===== src/hw/rtl/command_frame_receiver_top_assert.svh =====
// Assertion macros for the command frame receiver.
// Used by command_frame_receiver_top; no other dependencies.
`ifndef COMMAND_FRAME_RECEIVER_TOP_ASSERT_SVH
`define COMMAND_FRAME_RECEIVER_TOP_ASSERT_SVH
`ifndef SYNTHESIS
`define CFR_ASSERT_IMPL(label, clk, rst, ante, cons) \
  label: assert property (@(posedge clk) disable iff (rst) (ante) |-> (cons)) \
    else $error("cfr assertion failed");
`define CFR_ASSERT_NEXT(label, clk, rst, ante, cons) \
  label: assert property (@(posedge clk) disable iff (rst) (ante) |=> (cons)) \
    else $error("cfr assertion failed");
`else
`define CFR_ASSERT_IMPL(label, clk, rst, ante, cons)
`define CFR_ASSERT_NEXT(label, clk, rst, ante, cons)
`endif
`endif


===== src/hw/rtl/cfr_pkg.sv =====
// Shared codes and constants for the command frame receiver.
// No dependencies.
`timescale 1ns / 1ps
`default_nettype none
package cfr_pkg;

  localparam int unsigned PADDR_W = 4;
  localparam int unsigned ID_BYTES = 3;

  // Word opcodes
  localparam logic OP_BYTE    = 1'b0;
  localparam logic OP_TIMEOUT = 1'b1;

  // Result kinds
  localparam logic [1:0] KIND_PAYLOAD  = 2'd0;
  localparam logic [1:0] KIND_COMPLETE = 2'd1;
  localparam logic [1:0] KIND_BAD_START = 2'd2;
  localparam logic [1:0] KIND_TIMEOUT  = 2'd3;

  // Frame types
  localparam logic [1:0] FT_CMD  = 2'd0;
  localparam logic [1:0] FT_ACK  = 2'd1;
  localparam logic [1:0] FT_NACK = 2'd2;

  // Register indexes (word address bits)
  localparam logic [1:0] REG_CMD_START  = 2'd0;
  localparam logic [1:0] REG_ACK_START  = 2'd1;
  localparam logic [1:0] REG_NACK_START = 2'd2;

  localparam logic [7:0] CMD_START_RST  = 8'd1;
  localparam logic [7:0] ACK_START_RST  = 8'd6;
  localparam logic [7:0] NACK_START_RST = 8'd21;

endpackage
`default_nettype wire


===== src/hw/rtl/command_frame_receiver_top.sv =====
// Command frame receiver; uses cfr_pkg and command_frame_receiver_top_assert.svh.
// An accepted word that gives a result has it on the output register in the next cycle.
// Throughput 1 word per cycle, sustained while the output side takes results
// (in_ready = output register empty or drained), set by the single-stage decode.
// Synchronous active-high reset returns to start hunting, clears held header fields,
// empties the output register and sets the start byte registers to 1, 6 and 21.
`timescale 1ns / 1ps
`default_nettype none
`include "command_frame_receiver_top_assert.svh"
module command_frame_receiver_top
  import cfr_pkg::*;
(
  input  wire logic                clk,
  input  wire logic                rst,
  // APB config port
  input  wire logic                psel,
  input  wire logic                penable,
  input  wire logic                pwrite,
  input  wire logic [PADDR_W-1:0]  paddr,
  input  wire logic [31:0]         pwdata,
  output logic      [31:0]         prdata,
  output logic                     pready,
  // input words
  input  wire logic                in_valid,
  output logic                     in_ready,
  input  wire logic                opcode,
  input  wire logic [7:0]          rx_byte,
  // result words
  output logic                     out_valid,
  input  wire logic                out_ready,
  output logic [1:0]               result_kind,
  output logic [7:0]               payload_byte,
  output logic [7:0]               payload_index,
  output logic                     payload_last,
  output logic [1:0]               frame_type,
  output logic [7:0]               frame_address,
  output logic [23:0]              command_id,
  output logic [7:0]               payload_length,
  output logic [7:0]               header_check,
  output logic [7:0]               data_check
);

  // Frame parse stages. Code 7 is never entered and is treated as hunting.
  typedef enum logic [2:0] {
    ST_HUNT = 3'd0,
    ST_ADDR = 3'd1,
    ST_CMD  = 3'd2,
    ST_LEN  = 3'd3,
    ST_HCHK = 3'd4,
    ST_DATA = 3'd5,
    ST_DCHK = 3'd6
  } stage_t;

  // ---------------------------------------------------------------------
  // Config registers
  // ---------------------------------------------------------------------
  logic [7:0] cmd_start_value;
  logic [7:0] ack_start_value;
  logic [7:0] nack_start_value;
  logic       cfg_write;

  assign pready    = 1'b1;
  assign cfg_write = psel && penable && pwrite && pready;

  always_ff @(posedge clk) begin
    if (rst) begin
      cmd_start_value  <= CMD_START_RST;
      ack_start_value  <= ACK_START_RST;
      nack_start_value <= NACK_START_RST;
    end else if (cfg_write) begin
      unique case (paddr[3:2])
        REG_CMD_START:  cmd_start_value  <= pwdata[7:0];
        REG_ACK_START:  ack_start_value  <= pwdata[7:0];
        REG_NACK_START: nack_start_value <= pwdata[7:0];
        default: ;  // unmapped: ignored
      endcase
    end
  end

  always_comb begin
    unique case (paddr[3:2])
      REG_CMD_START:  prdata = {24'd0, cmd_start_value};
      REG_ACK_START:  prdata = {24'd0, ack_start_value};
      REG_NACK_START: prdata = {24'd0, nack_start_value};
      default:        prdata = 32'd0;
    endcase
  end

  // ---------------------------------------------------------------------
  // Frame state
  // ---------------------------------------------------------------------
  stage_t      stage, stage_next;
  logic [1:0]  kind_held, kind_held_next;
  logic [7:0]  address_held, address_held_next;
  logic [23:0] command_held, command_held_next;
  logic [7:0]  length_held, length_held_next;
  logic [7:0]  header_check_held, header_check_held_next;
  logic [7:0]  byte_counter, byte_counter_next;

  logic        in_accept;
  logic [8:0]  count_inc;   // one wider so the last-byte compare can't wrap

  // result of the current word
  logic        res_valid;
  logic [1:0]  res_kind;
  logic [7:0]  res_pbyte;
  logic [7:0]  res_pindex;
  logic        res_plast;
  logic        res_hdr;     // completion word: header fields go out
  logic [7:0]  res_dchk;

  // Output register is the only buffer: a new word comes in whenever the
  // held result leaves in the same cycle or there is none.
  assign in_ready  = !out_valid || out_ready;
  assign in_accept = in_valid && in_ready;
  assign count_inc = {1'b0, byte_counter} + 9'd1;

  always_comb begin
    stage_next             = stage;
    kind_held_next         = kind_held;
    address_held_next      = address_held;
    command_held_next      = command_held;
    length_held_next       = length_held;
    header_check_held_next = header_check_held;
    byte_counter_next      = byte_counter;
    res_valid  = 1'b0;
    res_kind   = KIND_PAYLOAD;
    res_pbyte  = 8'd0;
    res_pindex = 8'd0;
    res_plast  = 1'b0;
    res_hdr    = 1'b0;
    res_dchk   = 8'd0;

    if (opcode == OP_TIMEOUT) begin
      // abort in any stage; held header values are simply left stale
      stage_next        = ST_HUNT;
      byte_counter_next = 8'd0;
      res_valid         = 1'b1;
      res_kind          = KIND_TIMEOUT;
    end else begin
      unique case (stage)
        ST_ADDR: begin
          address_held_next = rx_byte;
          command_held_next = 24'd0;
          byte_counter_next = 8'd0;
          stage_next        = ST_CMD;
        end
        ST_CMD: begin
          command_held_next = {command_held[15:0], rx_byte};
          byte_counter_next = count_inc[7:0];
          if (count_inc >= 9'(ID_BYTES)) begin
            byte_counter_next = 8'd0;
            stage_next        = ST_LEN;
          end
        end
        ST_LEN: begin
          length_held_next = rx_byte;
          stage_next       = ST_HCHK;
        end
        ST_HCHK: begin
          header_check_held_next = rx_byte;
          byte_counter_next      = 8'd0;
          if (length_held != 8'd0) begin
            stage_next = ST_DATA;
          end else begin
            // empty frame ends at the header check byte
            stage_next = ST_HUNT;
            res_valid  = 1'b1;
            res_kind   = KIND_COMPLETE;
            res_hdr    = 1'b1;
          end
        end
        ST_DATA: begin
          res_valid         = 1'b1;
          res_kind          = KIND_PAYLOAD;
          res_pbyte         = rx_byte;
          res_pindex        = byte_counter;
          res_plast         = (count_inc >= {1'b0, length_held});
          byte_counter_next = count_inc[7:0];
          if (res_plast) begin
            stage_next = ST_DCHK;
          end
        end
        ST_DCHK: begin
          stage_next        = ST_HUNT;
          byte_counter_next = 8'd0;
          res_valid         = 1'b1;
          res_kind          = KIND_COMPLETE;
          res_hdr           = 1'b1;
          res_dchk          = rx_byte;
        end
        default: begin
          // hunting: command wins over ack, ack over nack on equal values
          stage_next = ST_ADDR;
          priority if (rx_byte == cmd_start_value) begin
            kind_held_next = FT_CMD;
          end else if (rx_byte == ack_start_value) begin
            kind_held_next = FT_ACK;
          end else if (rx_byte == nack_start_value) begin
            kind_held_next = FT_NACK;
          end else begin
            stage_next = ST_HUNT;
            res_valid  = 1'b1;
            res_kind   = KIND_BAD_START;
          end
        end
      endcase
    end
  end

  always_ff @(posedge clk) begin
    if (rst) begin
      stage             <= ST_HUNT;
      kind_held         <= 2'd0;
      address_held      <= 8'd0;
      command_held      <= 24'd0;
      length_held       <= 8'd0;
      header_check_held <= 8'd0;
      byte_counter      <= 8'd0;
    end else if (in_accept) begin
      stage             <= stage_next;
      kind_held         <= kind_held_next;
      address_held      <= address_held_next;
      command_held      <= command_held_next;
      length_held       <= length_held_next;
      header_check_held <= header_check_held_next;
      byte_counter      <= byte_counter_next;
    end
  end

  // ---------------------------------------------------------------------
  // Output register
  // ---------------------------------------------------------------------
  always_ff @(posedge clk) begin
    if (rst) begin
      out_valid <= 1'b0;
    end else if (in_accept && res_valid) begin
      out_valid <= 1'b1;
    end else if (out_ready) begin
      out_valid <= 1'b0;
    end
  end

  // payload needs no reset; fields outside a word's kind are zero
  always_ff @(posedge clk) begin
    if (in_accept && res_valid) begin
      result_kind    <= res_kind;
      payload_byte   <= res_pbyte;
      payload_index  <= res_pindex;
      payload_last   <= res_plast;
      frame_type     <= res_hdr ? kind_held         : 2'd0;
      frame_address  <= res_hdr ? address_held      : 8'd0;
      command_id     <= res_hdr ? command_held      : 24'd0;
      payload_length <= res_hdr ? length_held       : 8'd0;
      header_check   <= res_hdr ? header_check_held_next : 8'd0;
      data_check     <= res_dchk;
    end
  end

  // ---------------------------------------------------------------------
  // Assertions
  // ---------------------------------------------------------------------
  `CFR_ASSERT_NEXT(a_timeout_result, clk, rst, in_accept && opcode == OP_TIMEOUT,
    out_valid && result_kind == KIND_TIMEOUT && stage == ST_HUNT)
  `CFR_ASSERT_IMPL(a_last_then_dchk, clk, rst,
    out_valid && result_kind == KIND_PAYLOAD && payload_last, stage == ST_DCHK)
  `CFR_ASSERT_NEXT(a_hchk_exit, clk, rst,
    in_accept && opcode == OP_BYTE && stage == ST_HCHK,
    stage == ST_HUNT || stage == ST_DATA)

endmodule
`default_nettype wire


===== config.mk =====
export PLATFORM = sky130hd
export DESIGN_NAME = command_frame_receiver_top
export DESIGN_NICKNAME = d
export VERILOG_FILES = /design/src/hw/rtl/cfr_pkg.sv /design/src/hw/rtl/command_frame_receiver_top.sv
export VERILOG_INCLUDE_DIRS = /design/src /design/src/hw/rtl
export SDC_FILE = /design/constraint.sdc
export NUM_CORES = 1
export LEC_CHECK = 0
export BUFFER_PORTS_ARGS = -buffer_cell sky130_fd_sc_hd__buf_2
export CORE_MARGIN = 2
export CORE_UTILIZATION = 51
export CTS_BUF_LIST = sky130_fd_sc_hd__clkbuf_4 sky130_fd_sc_hd__clkbuf_8
export CTS_CLUSTER_SIZE = 14
export DETAILED_ROUTE_END_ITERATION = 6
export HOLD_SLACK_MARGIN = 0.1
export PLACE_DENSITY = 0.75
export SLEW_MARGIN = 20
export SYNTH_ARGS = -nofsm -noshare
export SYNTH_HDL_FRONTEND = slang
export SYNTH_SLANG_ARGS = --single-unit

===== constraint.sdc =====
create_clock -name clk -period 4.8 [get_ports clk]
set_input_delay 0.24 -clock clk [delete_from_list [all_inputs] [get_ports clk]]
set_output_delay 0.24 -clock clk [all_outputs]
set_load 0.1 [all_outputs]

==> results.md, run 1 <==
* Outcome: completed
* Placed cell count at ~960
* Vias in the first global route at about 5,000
* Critical Path End Type: flip-flop
* Slew @ Worst Pin at 1.00 ns
* Final net count at between 800 and 900
* Wire per inst at 16.3 µm
* Iter 0 DRT Violations at 435
* Total power at 2.98 mW
* Latest clock arrival within the worst-skew pair at 0.47 ns
* Worst rel slew slack at 0.333
* Core ar. at 13,800 µm²
* FMAX at about 300 MHz
* H-tree Lvls at 4
* Synth Area in Adders at 0.0189
* Post-synthesis compound-gate area fraction at 0.0877
* Area leader, netlist: edfxtp_1
* Peak supply drop at ~0.14 mV
* Reg2reg path depth at 6
* Largest net degree at the start of global routing at 81
* Xor and xnor area share after synthesis at 0.0364
* Area grow syn2layout at 14.6%
* Most common cell after layout, fill and taps aside: buf_2
* Leak at 3.36 nW
* Grt total ovfl at 0
* Post-route ant nets at 0
* Detail Placement HPWL at 10,900 µm
* Die H at between 100 and 150 µm
* Reg clk slew, reported paths at approximately 0.080 ns
* CP Class: flip-flop to flip-flop
* Worst hold path class: input pin to flip-flop
* Global-route wire length before repair at about 25,000 µm
* Setup bufs post-CTS at 0
* RSZ-0062 raised after global routing: false
* Leading cell types in the layout, fill and taps excluded: 112 x buf_2, 86 x dfxtp_1, 77 x edfxtp_1
* TritonRoute pass-1 iters at 5
* Arrival time of the worst setup path at ~3.5 ns
* Starting density of the core at 0.522
* Largest family of logic cells by synthesized area: simple AND/OR/NAND/NOR gates
* Fin. max-slew vios at 0
* Initial antenna violation count at 0
* Worst path required time at 4.95 ns
* Deepest clock path buffer count at 2
* Die Wd at 123 µm
* Crit path launch type: flip-flop
* TritonCTS Buffers at 17
* Post-synth top area share at 0.320
* I/O pin cnt at roughly 160
* PortBufs at around 110
* Mapped cell area at 7220 µm²
* Die area at ~15,000 µm²
* Root Buffer: clkbuf_8
* Final setup TNS at 0 ns
* Period utilisation layout at 0.696
* Sequential fraction of the synthesis area at 0.559
* Seq cells post-synth at 163
* Num Clock Sinks at 163
* Cell count after synthesis at between 700 and 800
* TritonCTS clock tree: built
* DRT Wirelength at 16,300 µm
* Drt drc at 0
* Placed inst area at 7790 µm²
* Syn. warnings at 0
* Fin Clk Skew at 0.0113 ns
* Multiplexer share of the synthesized area at 0.0458
* # setup viols final at 0
* Vias per cell at 5.48
* Post-synth EDFFs at 77
* Netlist cell types at 49
* Min Tclk post-route at 3.34 ns
* Share of cells above drive strength 1 at 0.196
* Hold Vio Cnt, Final at 0
* Primary FF master, synth: dfxtp_1
* Area share of and/or/nand/nor cells after synthesis at 0.191
* Row cnt at 43
* Ant diodes at 0
* Syn Area/Cell at 10.2 µm²
* Max FO, Critical Path at 47
* Async S/R FF share, synth at 0
* Non-filler cells, final at roughly 1,000
* Vias at 5,470
* Total GRT Usage at 0.219
* Gpl congestion at 0.932
* Final instance area at 8270 µm²
* Top post-synthesis cells by area: edfxtp_1 32%, dfxtp_1 24%, mux2i_1 4.6%
* Hold depth at 3
* PwrDens at approximately 360 nW/µm²
* # Max-Cap Violations at 0
## final cells by class
cell class | count | area, µm²
timing repair buffer | 129 | 723
multi-input combinational | 482 | 2850
clock buffer | 21 | 270
tap | 180 | 225
fill | 1145 | 5550
clock inverter | 11 | 125
sequential | 163 | 4030
inverter | 12 | 45.0
## per-layer routing
metal | GRT usage | vias up | wire, µm
li1 | - | 2620 | -
met3 | 0.0480 | 28 | 1120
met1 | 0.281 | 2604 | 6910
met5 | 0 | - | 0
met2 | 0.353 | 218 | 7830
met4 | 0.106 | 0 | 392
## timing repair
action | CTS | global route
endpoints found under the hold margin | 25 | 0
resized for setup | 0 | 0
hold buffers | 9 | 0
## synthesized netlist by cell type (2+ instances only)
master     instances
edfxtp_1          77
buf_4             27
xnor2_1           28
nand2_1           67
dfxtp_1           86
nor3_1             6
o21ai_1            2
a31o_1             2
nand2b_1           7
a21oi_1           44
xor2_1             2
nand3_1           34
nor2_1            70
a211oi_1           2
nand4_1            9
clkbuf_1          37
ha_1              10
a2bb2oi_1          2
and3_1            48
and2_1            20
buf_1              2
o21ai_0           17
mux2i_1           33
or4_1              5
or3_1              3
nor2b_1            4
a22oi_1           24
buf_2              8
inv_1             11
conb_1             2
## flip-flops by register name, indices dropped and copies added (netlist names), 3 cells and up
name and flops:
cmd_start_value 8, length_held 8, data_check 8, nack_start_value 8, payload_index 8, address_held 8
stage 3, command_held 24, byte_counter 8, command_id 24, header_check_held 8, header_check 8
payload_byte 8, ack_start_value 8, frame_address 8, payload_length 8
## report_power, final
| group | internal [mW] | switching (mW) | total [mW] |
|---|---|---|---|
| sequential | 1.49 | 0.0111 | 1.50 |
| clock | 0.496 | 0.496 | 0.992 |
| combinational | 0.0568 | 0.431 | 0.488 |
## final timing paths
kind	startpoint	end	slack (ns)
hold reg to reg	address_held[3]$_SDFFE_PP0P_	address_held[3]$_SDFFE_PP0P_	0.46
hold / removal	rx_byte[0]	address_held[0]$_SDFFE_PP0P_	0.19
setup reg to reg	stage[1]$_SDFFE_PP0P_	payload_length[1]$_SDFFCE_PN0P_	1.46
setup / recovery	stage[1]$_SDFFE_PP0P_	payload_length[1]$_SDFFCE_PN0P_	1.46
## cell families (layout without fill, tap and decap cells)
logic type / after synthesis / count (layout)
AO/OA/AOI/OAI: 102 / 102
XOR/XNOR: 30 / 30
adder cells (fa/ha/maj): 11 / 11
buffers and inverters: 86 / 173
flip-flops: 163 / 163
multiplexers: 33 / 33
other: 2 / 25
AND/OR/NAND/NOR: 281 / 281
## worst max-delay path: stages, from the launching register on
cell     delay [ns]
dfxtp_1        0.82
and3_1         0.28
nor2_1         0.07
o41ai_1        0.57
a31oi_1        0.19
nor2_4         0.73
buf_12         0.33
## per-stage QoR
step                      setup WS [ns]   util  hold slack [ns]
after floorplan                   0.457      -            0.368
after global placement             1.68  0.563            0.440
after detailed placement           1.51  0.563            0.448
after CTS                          1.47  0.598            0.161
after global routing               1.24  0.598            0.187
final                              1.46  0.598            0.186
No activity file was read; power rests on OpenSTA's default activity.
==> run 2: changes to the inputs <==
- ABC_AREA: not set -> 1
- CORE_UTILIZATION: 51 -> 56
- PLACE_DENSITY: 0.75 -> 0.78
- clock period: 4.8 -> 3.25 ns (I/O delays scaled with it)
==> run 2 against run 1 <==
Compared with the run above: non-clock buffer count rose by 6; via count rose by 6.0%; synthesized cell count rose by 18%; sequential share of layout area fell by 1.4 points; total power rose by 61%; sequential cell count did not move; clock skew rose by 0.0026 ns; final area rose by 3.0%; global-route usage rose by 0.53 points; largest cell class unchanged; highest routed layer unchanged.
==> results.md, run 2 <==
* Outcome: completed
* Die area at 14,100 µm² (-6.5%)
* Xor and xnor area share after synthesis at 0.0142 (-0.0222)
* RSZ-0062 raised after global routing: false
* Latest clock arrival within the worst-skew pair at 0.46 ns (about the same)
* Area share of and/or/nand/nor cells after synthesis at 0.205 (+0.0136)
* Syn. warnings at 0 (unchanged)
* Root Buffer: clkbuf_8
* DRT Wirelength at 15,600 µm (-4.0%)
* Largest family of logic cells by synthesized area: simple AND/OR/NAND/NOR gates
* Post-route ant nets at 0 (unchanged)
* Fin Clk Skew at 0.0138 ns (+0.00255 ns)
* Worst path required time at 3.45 ns (-1.50 ns)
* Slew @ Worst Pin at 0.734 ns (-0.266 ns)
* Die Wd at 119 µm (-3.3%)
* Hold Vio Cnt, Final at 0 (unchanged)
* Post-synthesis compound-gate area fraction at 0.112 (+0.0238)
* # Max-Cap Violations at 0 (unchanged)
* Area grow syn2layout at 15.3%
* I/O pin cnt at 164 (unchanged)
* Crit path launch type: input pin
* Top post-synthesis cells by area: edfxtp_1 31%, dfxtp_1 23%, nor2_1 7.5%
* Logic pwr share at 0.234 (+0.070)
* Dpl ws at 0.626 ns (-0.887 ns)
* Global-route wire length before repair at 24,900 µm (-0.72%)
* PortBufs at 112 (unchanged)
* Sw Ratio at 0.361 (+0.0457)
* Post-synth top area share at 0.313 (-0.00754)
* Resize count post-CTS at 0 (unchanged)
* Cell count after synthesis at 832 (+18%)
* Detail Placement HPWL at 10,800 µm (-0.22%)
* Pint at 3.06 mW (+50%)
* TritonRoute pass-1 iters at 5 (unchanged)
* Min Tclk post-route at 2.70 ns
* PwrDens at 562 nW/µm² (+56%)
* FMAX at 371 MHz
* Hold EP: command_held[4]$_SDFFE_PP0P_
* Seq. cell area at 4040 µm² (about the same)
* Placed inst area at 7990 µm² (+2.7%)
* Post-synth EDFFs at 77 (unchanged)
* TritonCTS clock tree: built
* Vias per cell at 5.08 (-7.3%)
* Wire per inst at 13.7 µm (-16%)
* Count leader, synth: nor2_1
* Row cnt at 41 (-4.7%)
* Reg-to-reg endpoint: header_check[3]$_SDFFCE_PN0P_
* Final instance area at 8520 µm² (+3.0%)
* Async S/R FF share, synth at 0 (unchanged)
* Vias at 5,799 (+6.0%)
* Sequential fraction of the synthesis area at 0.546 (-0.0132)
* Hold depth at 3 (unchanged)
* Seq pwr share at 0.480 (-0.023)
* Num Clock Sinks at 163 (unchanged)
* Seq cells post-synth at 163 (unchanged)
* Multi-input logic area at 2670 µm² (-6.5%)
* Peak supply drop at 0.366 mV (+150%)
* Most common cell after layout, fill and taps aside: nor2_1
* Synth cell count leaders: 147 x nor2_1, 125 x nand2_1, 103 x inv_1, 86 x dfxtp_1, 77 x edfxtp_1
* Final net count at 1,018 (+17%)
* Hold path startpoint: rx_byte[4]
* Final WS setup at 0.554 ns (-0.906 ns)
* Ant diodes at 0 (unchanged)
* Reg2reg path depth at 8 (+2)
* Total GRT Usage at 0.224 (+0.00527)
* Syn Area/Cell at 8.88 µm² (-13%)
* Deepest clock path buffer count at 2 (unchanged)
* # setup viols final at 0 (unchanged)
* Arrival time of the worst setup path at 2.90 ns (-0.59 ns)
* Max FO, Critical Path at 29 (-38%)
* Die H at 119 µm (-3.3%)
* Iter 0 DRT Violations at 406 (-6.7%)
* Initial antenna violation count at 0 (unchanged)
* Sw Pwr at 1.73 mW (+84%)
* Netlist cell types at 35 (-29%)
* Largest net degree at the start of global routing at 36 (-56%)
* Share of cells above drive strength 1 at 0.209 (+0.0139)
* Vias in the first global route at 5,173 (+1.9%)
* Gpl congestion at 0.874 (-6.1%)
* Flop-to-flop setup slack at 0.82 ns (-0.64 ns)
* Critical Path End Type: flip-flop
* Leading cell types in the layout, fill and taps excluded: 147 x nor2_1, 125 x nand2_1, 112 x buf_2
* Setup bufs post-CTS at 0 (unchanged)
* Multiplexer share of the synthesized area at 0 (-0.0458)
* Drt drc at 0 (unchanged)
* H-tree Lvls at 4 (unchanged)
* R2R Path Start: stage[0]$_SDFFE_PP0P_
* Clk network pwr share at 0.287 (-0.046)
* Mapped cell area at 7390 µm² (+2.4%)
* Area leader, netlist: edfxtp_1
* Starting density of the core at 0.579 (+0.0567)
* CP Class: input pin to flip-flop
* Worst hold path class: input pin to flip-flop
* TritonCTS Buffers at 17 (unchanged)
* Period utilisation layout at 0.830
* Leak at 3.54 nW (+5.5%)
* Worst rel slew slack at 0.509 (+0.176)
* Grt total ovfl at 0 (unchanged)
* Regs by FF count: command_held: 24 flops, command_id: 24 flops
* Primary FF master, synth: dfxtp_1
* Reg clk slew, reported paths at 0.08 ns (about the same)
* Fill count at 1,039 (-9.3%)
* Core ar. at 12,800 µm² (-7.6%)
* Final setup TNS at 0 ns (unchanged)
* Fin. max-slew vios at 0 (unchanged)
* Synth Area in Adders at 0.0169 (-0.00197)
==> run 2: changes by cell type after synthesis, moves of 20 or more <==
cell      delta
inv_1       +92
nor2_1      +77
nand2_1     +58
and3_1      -48
mux2i_1     -33
clkbuf_1    -28
and2_1      -20
==> run 2: logic make-up after synthesis <==
logic type	Yosys count
fa+ha+maj	10
flops	163
xor+xnor	12
buf+inv	169
simple gates	343
other cells	2
compound gates	133
==> run 2: routing by layer <==
metal,share of wire,global-route usage,routed length (µm),vias to the layer above
met3,0.053,0.0517,819,24
met2,0.48,0.362,7490,176
met1,0.45,0.296,6990,2690
met5,0,0,0,-
li1,-,-,-,2909
met4,0.019,0.0826,302,0
==> run 2: how the worst max path moves through the flow <==
| stage | start | to | cells after the start |
|---|---|---|---|
| floorplan | out_valid$_SDFFE_PP0P_ | command_id[0]$_SDFFCE_PN0P_ | 6 |
| global placement | rx_byte[5] | payload_length[1]$_SDFFCE_PN0P_ | 12 |
| detailed placement | rx_byte[5] | payload_length[1]$_SDFFCE_PN0P_ | 12 |
| CTS | rx_byte[5] | header_check[2]$_SDFFCE_PN0P_ | 13 |
| global route | rx_byte[5] | command_id[5]$_SDFFCE_PN0P_ | 13 |
| finish | rx_byte[7] | header_check[3]$_SDFFCE_PN0P_ | 13 |
==> run 2: final cells by class <==
class	instances	share of cell area
Clock buffer	20	0.0308
Sequential cell	163	0.473
Clock inverter	12	0.0126
Timing Repair Buffer	135	0.0936
Multi-Input combinational cell	523	0.313
Inverter	116	0.0515
Tap cell	172	0.0252
==> run 2: power groups by stage <==
stage	combinational [mW]	sequential, mW	clock [mW]
after floorplan	0.437	2.87	0
after global placement	1.10	2.34	0
after detailed placement	1.10	2.34	0
after CTS	1.12	2.30	1.39
after global routing	1.17	2.31	1.47
final	1.12	2.30	1.37
==> run 2: critical path, cell delays in order <==
cell	delay [ns]
dlygate4sd3_1	0.56
buf_2	0.18
inv_1	0.24
nand2_1	0.09
nand2_1	0.07
nand2_1	0.05
nor2_1	0.13
nand2_1	0.10
nand4_1	0.19
nand3_1	0.11
nand2_1	0.15
clkinvlp_4	0.49
buf_12	0.38
==> run 2: stage by stage <==
stage	instances	total power [mW]	utilization	hold slack (ns)
finish	1141	4.79	0.667	0.128
global route	1141	4.94	0.667	0.127
CTS	1141	4.81	0.667	0.109
detailed placement	1093	3.45	0.626	0.424
global placement	1093	3.44	0.626	0.410
floorplan	855	3.30	-	0.289
==> run 2: repair_timing <==
item / 4_1_cts / 5_1_grt
hold buffers: 16 / 0
hold endpoints to repair: 37 / 0
endpoints found under the setup margin: 0 / 0
==> run 3: changes to the inputs <==
- CORE_UTILIZATION: 56 -> 51
- PLACE_DENSITY: 0.78 -> 0.75
- clock period: 3.25 -> 2.27 ns (I/O delays scaled with it)
==> run 3 against run 2 <==
Compared with the run above: register-to-register slack worse by 0.67 ns; cell count is 2.0% higher; sequential share of layout area is 1.1 points lower; wire length is 4.5% higher; sequential cell count stayed put; count of clock-buffer cells in the layout is 3 lower; via count is 1.8% higher; critical endpoint is now stage[1]$_SDFFE_PP0P_; largest cell class unchanged; largest power group unchanged.
==> results.md, run 3 (synthesized netlist as in run 2, its figures left out) <==
* CP delay by family, top: simple AND/OR/NAND/NOR gates
* Core ar. at 14,000 µm² (+9.9%)
* TritonRoute pass-1 iters at 5 (unchanged)
* Seq pwr share at 0.468 (-0.012)
* Fin. max-slew vios at 0 (unchanged)
* Arrival time of the worst setup path at 2.53 ns (-0.37 ns)
* Starting density of the core at 0.526 (-0.0523)
* Peak supply drop at 0.398 mV (+8.7%)
* Grt total ovfl at 0 (unchanged)
* Vias per cell at 5.07 (-0.22%)
* Final setup TNS at 0 ns (unchanged)
* Fin Clk Skew at 0.0122 ns (-0.00162 ns)
* Drt drc at 0 (unchanged)
* Max FO, Critical Path at 6 (-79%)
* Crit path top cell by count: nand2_1
* Placed inst area at 8140 µm² (+1.8%)
* Worst hold path class: input pin to flip-flop
* H-tree Lvls at 4 (unchanged)
* # Max-Cap Violations at 0 (unchanged)
* Reg clk slew, reported paths at 0.09 ns (about the same)
* CP bufs+invs at 1 (-4)
* Sw Ratio at 0.363 (+0.00234)
* TritonCTS clock tree: built
* Vias in the first global route at 5,471 (+5.8%)
* Deepest clock path buffer count at 2 (unchanged)
* Ant diodes at 0 (unchanged)
* Die H at 124 µm (+4.6%)
* PwrDens at 802 nW/µm² (+43%)
* Min Tclk post-route at approximately 2.1 ns
* Post-route ant nets at 0 (unchanged)
* Worst path required time at 2.68 ns (-0.77 ns)
* Crit path launch type: flip-flop
* Leak at 3.65 nW (+3.0%)
* Fill count at 1,199 (+15%)
* Clk network pwr share at 0.298 (+0.011)
* Leading cell types in the layout, fill and taps excluded: 147 x nor2_1, 122 x nand2_1, 112 x buf_2
* Iter 0 DRT Violations at 448 (+10%)
* CP cell instances: ha_2, nand3_1, nand2_1, nand2_1, inv_1, ha_1, nand2_1, nand2_1, nor2_1, nand3_1, nand2_1, nand3_1, nand2_2, nand3_4, nand3_1, nand2_1, nor2_1
* FMAX at 472 MHz
* DRT Wirelength at 16,300 µm (+4.5%)
* Latest clock arrival within the worst-skew pair at 0.46 ns (about the same)
* Die area at 15,500 µm² (+9.5%)
* Period utilisation layout at 0.934
* Worst rel slew slack at 0.580 (+0.0705)
* Global-route wire length before repair at 26,800 µm (+7.6%)
* Total GRT Usage at 0.214 (-0.00997)
* Total power at 7.02 mW (+47%)
* Worst path max stage delay at 0.34 ns (-0.22 ns)
* Gpl congestion at 0.846 (-3.2%)
* Fin util at 0.623 (-0.0442)
* Pint at 4.47 mW (+46%)
* Initial antenna violation count at 0 (unchanged)
* Hold Vio Cnt, Final at 0 (unchanged)
* Row cnt at 43 (+4.9%)
* Final instance area at 8750 µm² (+2.7%)
* TritonCTS Buffers at 17 (unchanged)
* Share of cells above drive strength 1 at 0.231 (+0.0212)
* Die Wd at 124 µm (+4.6%)
* Largest net degree at the start of global routing at 54 (+50%)
* Logic pwr share at 0.234 (about the same)
* Worst path slowest cell: dfxtp_2
* # setup viols final at 0 (unchanged)
* Detail Placement HPWL at 11,200 µm (+3.8%)
* Wire per inst at 14.0 µm (+2.5%)
* Vias at 5,903 (+1.8%)
* I/O pin cnt at 164 (unchanged)
* CP Class: flip-flop to flip-flop
* Slew @ Worst Pin at 0.629 ns (-0.105 ns)
* Outcome: completed
* Most common cell after layout, fill and taps aside: nor2_1
* Sw Pwr at 2.55 mW (+48%)
* Area grow syn2layout at 18.4%
* Root Buffer: clkbuf_8
* Regs by FF count: command_held: 24 flops, command_id: 24 flops
* Critical Path End Type: flip-flop
* PortBufs at 112 (unchanged)
* Num Clock Sinks at 163 (unchanged)
* Final net count at 1,033 (+1.5%)
## run 3: changes by cell type in the layout (fill, tap and decap cells not counted), sizes merged
cell	before	now
dlygate4sd3	16	19
buf	119	131
clkinvlp	4	3
bufinv	1	2
clkinv	8	9
inv	115	117
clkbuf	20	17
## run 3: worst min-delay path, cell delays in order
cell and delay, ns:
buf_2 0.11, buf_4 0.24, nor2_1 0.13
## run 3: cell type report
cell class | count | area [µm²] | area share
well taps | 180 | 225 | 0.0257
multi-input cells | 523 | 2710 | 0.310
flip-flops and latches | 163 | 4040 | 0.462
repair buffers | 150 | 931 | 0.106
clock inverters | 15 | 158 | 0.0180
inverters | 116 | 452 | 0.0516
clock buffers | 17 | 234 | 0.0267
## run 3: worst paths after layout
check             slack, ns  depth (start not counted)                          from                      endpoint
setup / recovery       0.15                         17  byte_counter[0]$_SDFFE_PP0P_         stage[1]$_SDFFE_PP0P_
hold / removal         0.17                          3                           rst  command_held[2]$_SDFFE_PP0P_
setup reg to reg       0.15                         17  byte_counter[0]$_SDFFE_PP0P_         stage[1]$_SDFFE_PP0P_
hold reg to reg        0.46                          2  address_held[3]$_SDFFE_PP0P_  address_held[3]$_SDFFE_PP0P_
## run 3: timing repair
| item | in CTS | in global routing |
|---|---|---|
| hold buffers | 19 | 0 |
| resized for setup | 0 | 7 |
| setup buffers | 0 | 2 |
| hold endpoints to repair | 48 | 0 |
| endpoints found under the setup margin | 0 | 4 |
## run 3: through the flow
stage	hold slack [ns]	cells	worst slack (ns)
after floorplan	0.240	855	-0.407
after global placement	0.363	1111	0.205
after detailed placement	0.365	1111	0.0987
after CTS	0.137	1162	0.0552
after global routing	0.165	1164	-0.0120
final	0.167	1164	0.150
## run 3: power groups by stage
stage | Clock [mW] | Combinational, mW | Sequential, mW
3_3_place_gp | 0 | 1.60 | 3.35
6_report | 2.09 | 1.64 | 3.29
3_5_place_dp | 0 | 1.61 | 3.36
5_1_grt | 2.25 | 1.71 | 3.30
2_1_floorplan | 0 | 0.638 | 4.10
4_1_cts | 2.12 | 1.64 | 3.29
## run 3: per-layer routing
layer,track usage,wire (µm),vias up
met1,0.281,7210,2733
met2,0.346,7790,205
li1,-,-,2933
met3,0.0421,892,32
met5,0,0,-
met4,0.0939,418,0
